===== config.mk =====
export PLATFORM = sky130hd
export DESIGN_NAME = pcp_mac
export DESIGN_NICKNAME = d
export VERILOG_FILES = /design/src/rtl/pcp_pkg.sv /design/src/rtl/pcp_mac.sv
export SDC_FILE = /design/constraint.sdc
export NUM_CORES = 2
export LEC_CHECK = 0
export BUFFER_PORTS_ARGS = -buffer_cell sky130_fd_sc_hd__clkbuf_2
export CAP_MARGIN = 20
export CORE_ASPECT_RATIO = 1.25
export CORE_MARGIN = 2
export CORE_UTILIZATION = 25
export DETAILED_ROUTE_END_ITERATION = 10
export PLACE_DENSITY = 0.49
export SYNTH_ARGS = -nofsm -noshare
export SYNTH_HDL_FRONTEND = slang
export SYNTH_SLANG_ARGS = --single-unit

===== constraint.sdc =====
create_clock -name clk -period 6.93 [get_ports clk]
set_input_delay 0 -clock clk [delete_from_list [all_inputs] [get_ports clk]]
set_output_delay 0 -clock clk [all_outputs]
set_load 0.03 [all_outputs]

===== src/rtl/pcp_pkg.sv =====
// shared types and constants of the principal component projection unit
package pcp_pkg;

  // fixed field widths
  localparam int unsigned DATA_W = 32;
  localparam int unsigned POS_W  = 8;
  localparam int unsigned IDX_W  = 4;
  localparam int unsigned ACC_W  = 40;
  localparam int unsigned PROD_W = 2 * DATA_W;

  // input operation codes
  localparam logic OP_LOAD_COEF = 1'b0;
  localparam logic OP_ATTRIBUTE = 1'b1;

  // sequencer states
  typedef enum logic [1:0] {
    ST_IDLE,
    ST_COMPUTE,
    ST_EMIT
  } state_t;

  // control travelling alongside a multiply-accumulate operand pair
  typedef struct packed {
    logic             valid;
    logic [IDX_W-1:0] comp;
  } mac_ctrl_t;

  // status coming back from the multiply-accumulate unit
  typedef struct packed {
    logic             valid;
    logic [IDX_W-1:0] comp;
    logic             busy;
  } mac_stat_t;

endpackage


===== src/rtl/pcp_mac.sv =====
// shared multiplier with fixed-point rounding and saturation to the accumulator width
module pcp_mac #(
  parameter int unsigned FRACTION_BITS = 16
) (
  input  logic                               clk,
  input  logic                               rst,
  input  pcp_pkg::mac_ctrl_t                 ctrl,
  input  logic signed [pcp_pkg::DATA_W-1:0]  attr,
  input  logic signed [pcp_pkg::DATA_W-1:0]  coef,
  output pcp_pkg::mac_stat_t                 stat,
  output logic signed [pcp_pkg::ACC_W-1:0]   term
);

  localparam logic signed [pcp_pkg::PROD_W-1:0] ROUND_ADD =
    pcp_pkg::PROD_W'(1) << (FRACTION_BITS - 1);

  logic                               prod_valid;
  logic [pcp_pkg::IDX_W-1:0]          prod_comp;
  logic signed [pcp_pkg::PROD_W-1:0]  prod;
  logic                               term_valid;
  logic [pcp_pkg::IDX_W-1:0]          term_comp;
  logic signed [pcp_pkg::PROD_W-1:0]  rounded;
  logic signed [pcp_pkg::PROD_W-1:0]  shifted;
  logic [pcp_pkg::PROD_W-pcp_pkg::ACC_W:0] high_bits;
  logic signed [pcp_pkg::ACC_W-1:0]   term_next;

  // round half up, then clamp to the accumulator range
  always_comb begin
    rounded   = prod + ROUND_ADD;
    shifted   = rounded >>> FRACTION_BITS;
    high_bits = shifted[pcp_pkg::PROD_W-1:pcp_pkg::ACC_W-1];
    if (&high_bits || ~|high_bits) begin
      term_next = shifted[pcp_pkg::ACC_W-1:0];
    end else if (shifted[pcp_pkg::PROD_W-1]) begin
      term_next = {1'b1, {(pcp_pkg::ACC_W-1){1'b0}}};
    end else begin
      term_next = {1'b0, {(pcp_pkg::ACC_W-1){1'b1}}};
    end
  end

  // stage control
  always_ff @(posedge clk) begin
    if (rst) begin
      prod_valid <= 1'b0;
      term_valid <= 1'b0;
    end else begin
      prod_valid <= ctrl.valid;
      term_valid <= prod_valid;
    end
  end

  // product and rounded term registers
  always_ff @(posedge clk) begin
    prod      <= attr * coef;
    prod_comp <= ctrl.comp;
    term      <= term_next;
    term_comp <= prod_comp;
  end

  assign stat.valid = term_valid;
  assign stat.comp  = term_comp;
  assign stat.busy  = prod_valid | term_valid;

endmodule


; After elaboration in Yosys (flattened, before gate mapping)
; Cells that the tools add are included.
; Widths: inputs -> output; s select.
[op_classes]
add_sub_neg = 1
n_mul = 1
n_mux = 2
n_bitwise = 1
n_reduce_logical = 4
[ops]
columns = operator, n
row1 = $mux 40, 2
row2 = $add 64x17->64 const B, 1
row3 = $mul 32x32->64, 1
row4 = $reduce_and 9->1, 1
row5 = $reduce_or 9->1, 1
row6 = $logic_not 1->1, 1
row7 = $logic_or 1x1->1, 1
row8 = $or 1x1->1, 1
[word_totals]
regBits = 114
inputBits = 71
out_inout_bits = 46
word_cells = 15

; Longest topological paths before layout
[logic_depth]
word_depth = 5
depth_mapped = 28
mapped_depth_nobuf = 26

; Least setup slack after synthesis
; Ideal clock, no wire load.
[synth_path]
path_kind = input -> register
from = in attr[31] (netlist name)
to = reg prod[63] (netlist name)
setup_ns = 0.121
arrival_time_ns = 7.208
t_required_ns = 6.809
setup_slack_ns = -0.399
stages = 24
path_buffers = 2
path_cell_list = clkbuf_1 -> nand2_1 -> inv_1 -> fa_1 -> inv_1 -> fa_1 -> inv_1 -> fa_1 -> fa_1 -> inv_1 -> fa_1 -> inv_1 -> fa_1 -> fa_1 -> fa_1 -> ha_1 -> clkbuf_1 -> nand3_1 -> or3_1 -> o41ai_1 -> a21oi_1 -> a21oi_1 -> a21oi_1 -> xnor2_1
[synth_via]
elab_chain_len = 1
[synth_rtl]
columns = element, line
row1 = "start, declared", pcp_mac.sv:8  ; input logic signed [pcp_pkg::DATA_W-1:0] attr,
row2 = $mul 32x32->64, pcp_mac.sv:54  ; prod <= attr * coef;
row3 = "end signal, assigned", pcp_mac.sv:54
row4 = "end, declared", pcp_mac.sv:19  ; logic signed [pcp_pkg::PROD_W-1:0] prod;
; Every way passes these cells.
; A chain may end at the register's enable or synchronous reset.

; Final worst setup path
[layout_path]
from = in coef[8] (netlist name)
to = reg prod[59] (netlist name)
[layout_via]
elab_chain_len = 1
[layout_rtl]
columns = element, line
row1 = "start, declared", pcp_mac.sv:9  ; input logic signed [pcp_pkg::DATA_W-1:0] coef,
row2 = $mul 32x32->64, pcp_mac.sv:54
; Every way passes these cells.

==> impl_metrics.csv <==
group,metric,value,unit
grt,grt_use_met3,0.9582,%
critical_path,rr_worst_depth,8,
synth,syn_inst,4176,
drt,wl,111500,um
grt,grt.total_usage,14.52,%
clocking,clock_path_buffers,2,
layout,area_delta_synth_final,18.59,%
grt,busiest_layer,"met2",
synth,synth_async_sr_flop_share,0,%
synth,synth_seq_cells,99,
sta,slew_viol_final,0,
synth,yosysWarningCount,0,
critical_path,crit_arrival,6.95,ns
synth,synth_top_family_by_area,"adder cells",
drt,drc,0,
sta,tightestPinTransition,0.9831,ns
drt,vias,28130,
synth,synth-adder-area-share,60.87,%
synth,synthesis.nets,5509,
synth,synthMuxAreaShare,0.08920,%
synth,yosysUniqueCellTypes,65,
critical_path,setup.worst_path.end_class,"flip-flop",
grt,grt_pass1_wl,181200,um
clocking,cts_max_level,3,
critical_path,cp_max_fo,6,
sta,final_hold_viol_count,0,
critical_path,cpPeakStageDelay,0.56,ns
critical_path,worstPathCellList,"buf_6, buf_12, buf_4, and2_1, fa_1, fa_1, inv_1, fa_1, fa_1, inv_1, fa_1, fa_1, fa_1, fa_1, ha_1, buf_4, and2_1, nand4_1, or4_1, o21a_4, o21ai_4, buf_4, nor3b_1, nor4_1",
run,cap_violations,0,
grt,grt_antenna_before_repair,11,
synth,yosysTopAreaCell,"fa_1",
floorplanning,die_h,447.1,um
outcome,outcome,"complete, no violations",
grt,grt_max_degree,40,
synth,yosys.area.top_type_share,55.10,%
drt,firstDrtPassIters,5,
synth,synth_edf_count,0,
floorplanning,die_area,160300,um^2
clocking,clk_pin_slew_worst_paths,0.07,ns
floorplanning,pin_count,117,
sta,finalSetupViolations,0,
drt,routedWlPerCell,16.91,um
placement,hpwlAfterDp,100000,um
floorplanning,core.rowCount,162,
sta,fin_crit_sh,96.77,%
layout,final_common_cell,"fa_1",
synth,synth_xor_area_share,2.163,%
critical_path,crit_family,"adder cells",
layout,finalNetCount,5867,
critical_path,cpMostUsedCell,"fa_1",
grt,grt_pass1_vias,32580,
layout,final_cell_mix,"fa_1 (1,063), inv_1 (984), nand2_1 (531), and2_1 (518), buf_4 (363)",
placement,numPortBuffers,116,
sta,clock_skew,0.006670,ns
critical_path,worstSetupStartpointType,"input port",
clocking,clock_latency,0.36,ns
synth,seq_area_frac_synth,5.046,%
synth,synth_area_per_cell,9.405,um^2
floorplanning,die-width,358.5,um
grt,grt_use_met1,16.65,%
layout,fill_cells,16670,
layout,final_util,29.84,%
floorplanning,start_util,25.16,%
critical_path,cpMaxStageDelayCell,"fa_1",
clocking,cts_root_buf,"clkbuf_16",
sta,rsz0062_at_grt,"true",
hold_path,holdPathStages,2,
sta,fin_crit,6.706,ns
critical_path,path_buf_inv,7,
sta,slew_headroom,34.29,%
critical_path,setup.worst_path.class,"in2reg",
critical_path,required,7.18,ns
grt,grtUsageMet2,29.42,%
synth,ys_top_cells_by_area,"fa_1 (55%), inv_1 (9.5%), and2_1 (8.3%)",
floorplanning,core,156100,um^2
drt,drtIter0Drc,1037,
layout,drive_gt1_share,14.94,%
critical_path,cp_num_cells,24,
synth,yosys.area_share.simple,16.54,%
synth,synth_compound_area_share,3.622,%
synth,synth_ff_type,"dfxtp_1",
hold_path,min_path_type,"in2reg",
clocking,cts_sinks,99,
drt,postRouteAntennaNets,0,
sta,fmax,0.1491,GHz
synth,synthesis.area,39270,um^2
clocking,tritoncts,"done",
clocking,numCtsBuffers,9,
placement,routabilityCongestion,0.8236,
grt,overflow,0,
drt,vias_per_cell,4.267,
## synth_stat cells (2+ instances only)
master / count
and3_1: 11
o21bai_1: 10
o211ai_1: 3
buf_4: 3
dfxtp_1: 99
or2_2: 4
a21o_1: 20
nand3_1: 37
a221oi_1: 3
mux2i_1: 2
o22ai_1: 3
nor3_4: 2
buf_2: 3
or4_1: 3
o31a_1: 2
inv_1: 992
nor3_1: 21
o31ai_1: 4
o21ai_0: 65
o221ai_1: 2
clkbuf_1: 208
nor2_1: 68
a21oi_1: 68
xnor2_1: 52
nand2b_1: 15
o21a_1: 5
ha_1: 181
xor2_1: 45
buf_6: 2
nor4b_1: 2
fa_1: 1081
nor3b_1: 4
nand2_1: 535
a211oi_1: 8
nand4_1: 26
a31oi_1: 8
and2_1: 522
o21ai_2: 9
a21boi_0: 3
nor2b_1: 6
nor4_1: 5
and4_1: 5
or3_1: 5
o221a_2: 3
## worst paths after layout
check / start / to / slack (ns)
min: ctrl[2] / prod_comp[2]$_DFF_P_ / 0.28
max: coef[8] / prod[59]$_DFF_P_ / 0.22
min reg2reg: prod_comp[2]$_DFF_P_ / term_comp[2]$_DFF_P_ / 0.33
max reg2reg: prod[18]$_DFF_P_ / term[11]$_DFF_P_ / 3.39
## logic make-up (layout without fill, tap and decap cells)
group,count (synthesis),count (layout)
flip-flops,99,99
XOR/XNOR,97,97
other,0,3
AND/OR/NAND/NOR,1278,1278
AO/OA/AOI/OAI,228,228
multiplexers,3,3
adder cells (fa/ha/maj),1262,1262
buffers and inverters,1209,1572
## per-stage QoR
| step | cells | area, um^2 | hold slack [ns] | setup TNS (ns) | setup slack (ns) |
|---|---|---|---|---|---|
| finish | 6592 | 46580 | 0.2803 | 0 | 0.2242 |
| global route | 6590 | 46570 | 0.2705 | -0.08967 | -0.06784 |
| CTS | 6578 | 45970 | 0.2578 | 0 | 0.003415 |
| detailed placement | 6556 | 45550 | 0.1048 | -9.683 | -0.5644 |
| global placement | 6556 | 45550 | 0.1021 | -8.910 | -0.5661 |
| floorplan | 4176 | 39390 | 0.02772 | 0 | 0.003502 |
## repair_timing
| item | 4_1_cts | 5_1_grt |
|---|---|---|
| hold buffers | 6 | 0 |
| endpoints found under the hold margin | 6 | 0 |
| pin swaps | 3 | 51 |
| resized for setup | 10 | 136 |
| setup endpoints to repair | 14 | 26 |
| cloned | 0 | 5 |
| buffers inserted | 0 | 7 |
## worst reg2reg max path, cell delays in order, from the launching register on
cell and delay, ns:
dfxtp_1 0.41, nand3_2 0.13, or2_1 0.39, nor3_4 0.40, nand4_1 0.24, nor3_1 0.25
xor2_1 0.30, a21boi_4 0.84, o21ai_0 0.39
## layout make-up
class / instances / area, um^2 / share of cell area, %
clock inverters: 5 / 77.57 / 0.1666
diodes: 3 / 7.507 / 0.01612
repair buffers: 564 / 4887 / 10.49
inverters: 992 / 3727 / 8.003
well taps: 2050 / 2565 / 5.507
flip-flops and latches: 99 / 1982 / 4.255
multi-input cells: 2868 / 33100 / 71.06
clock buffers: 11 / 232.7 / 0.4997
## state kept, by name, indices dropped and copies added (netlist names)
name	count
term_comp	4
term	40
prod	49
prod_comp	4
prod_valid	1
term_valid	1
## per-layer routing
metal | up-vias | wire, um
li1 | 12740 | -
met5 | - | 52
met3 | 108 | 2393
met2 | 339 | 64240
met4 | 8 | 1731
met1 | 14930 | 43080
Power is not shown: default switching activity piles up to over one toggle a cycle in this logic, so the estimate is an artifact.
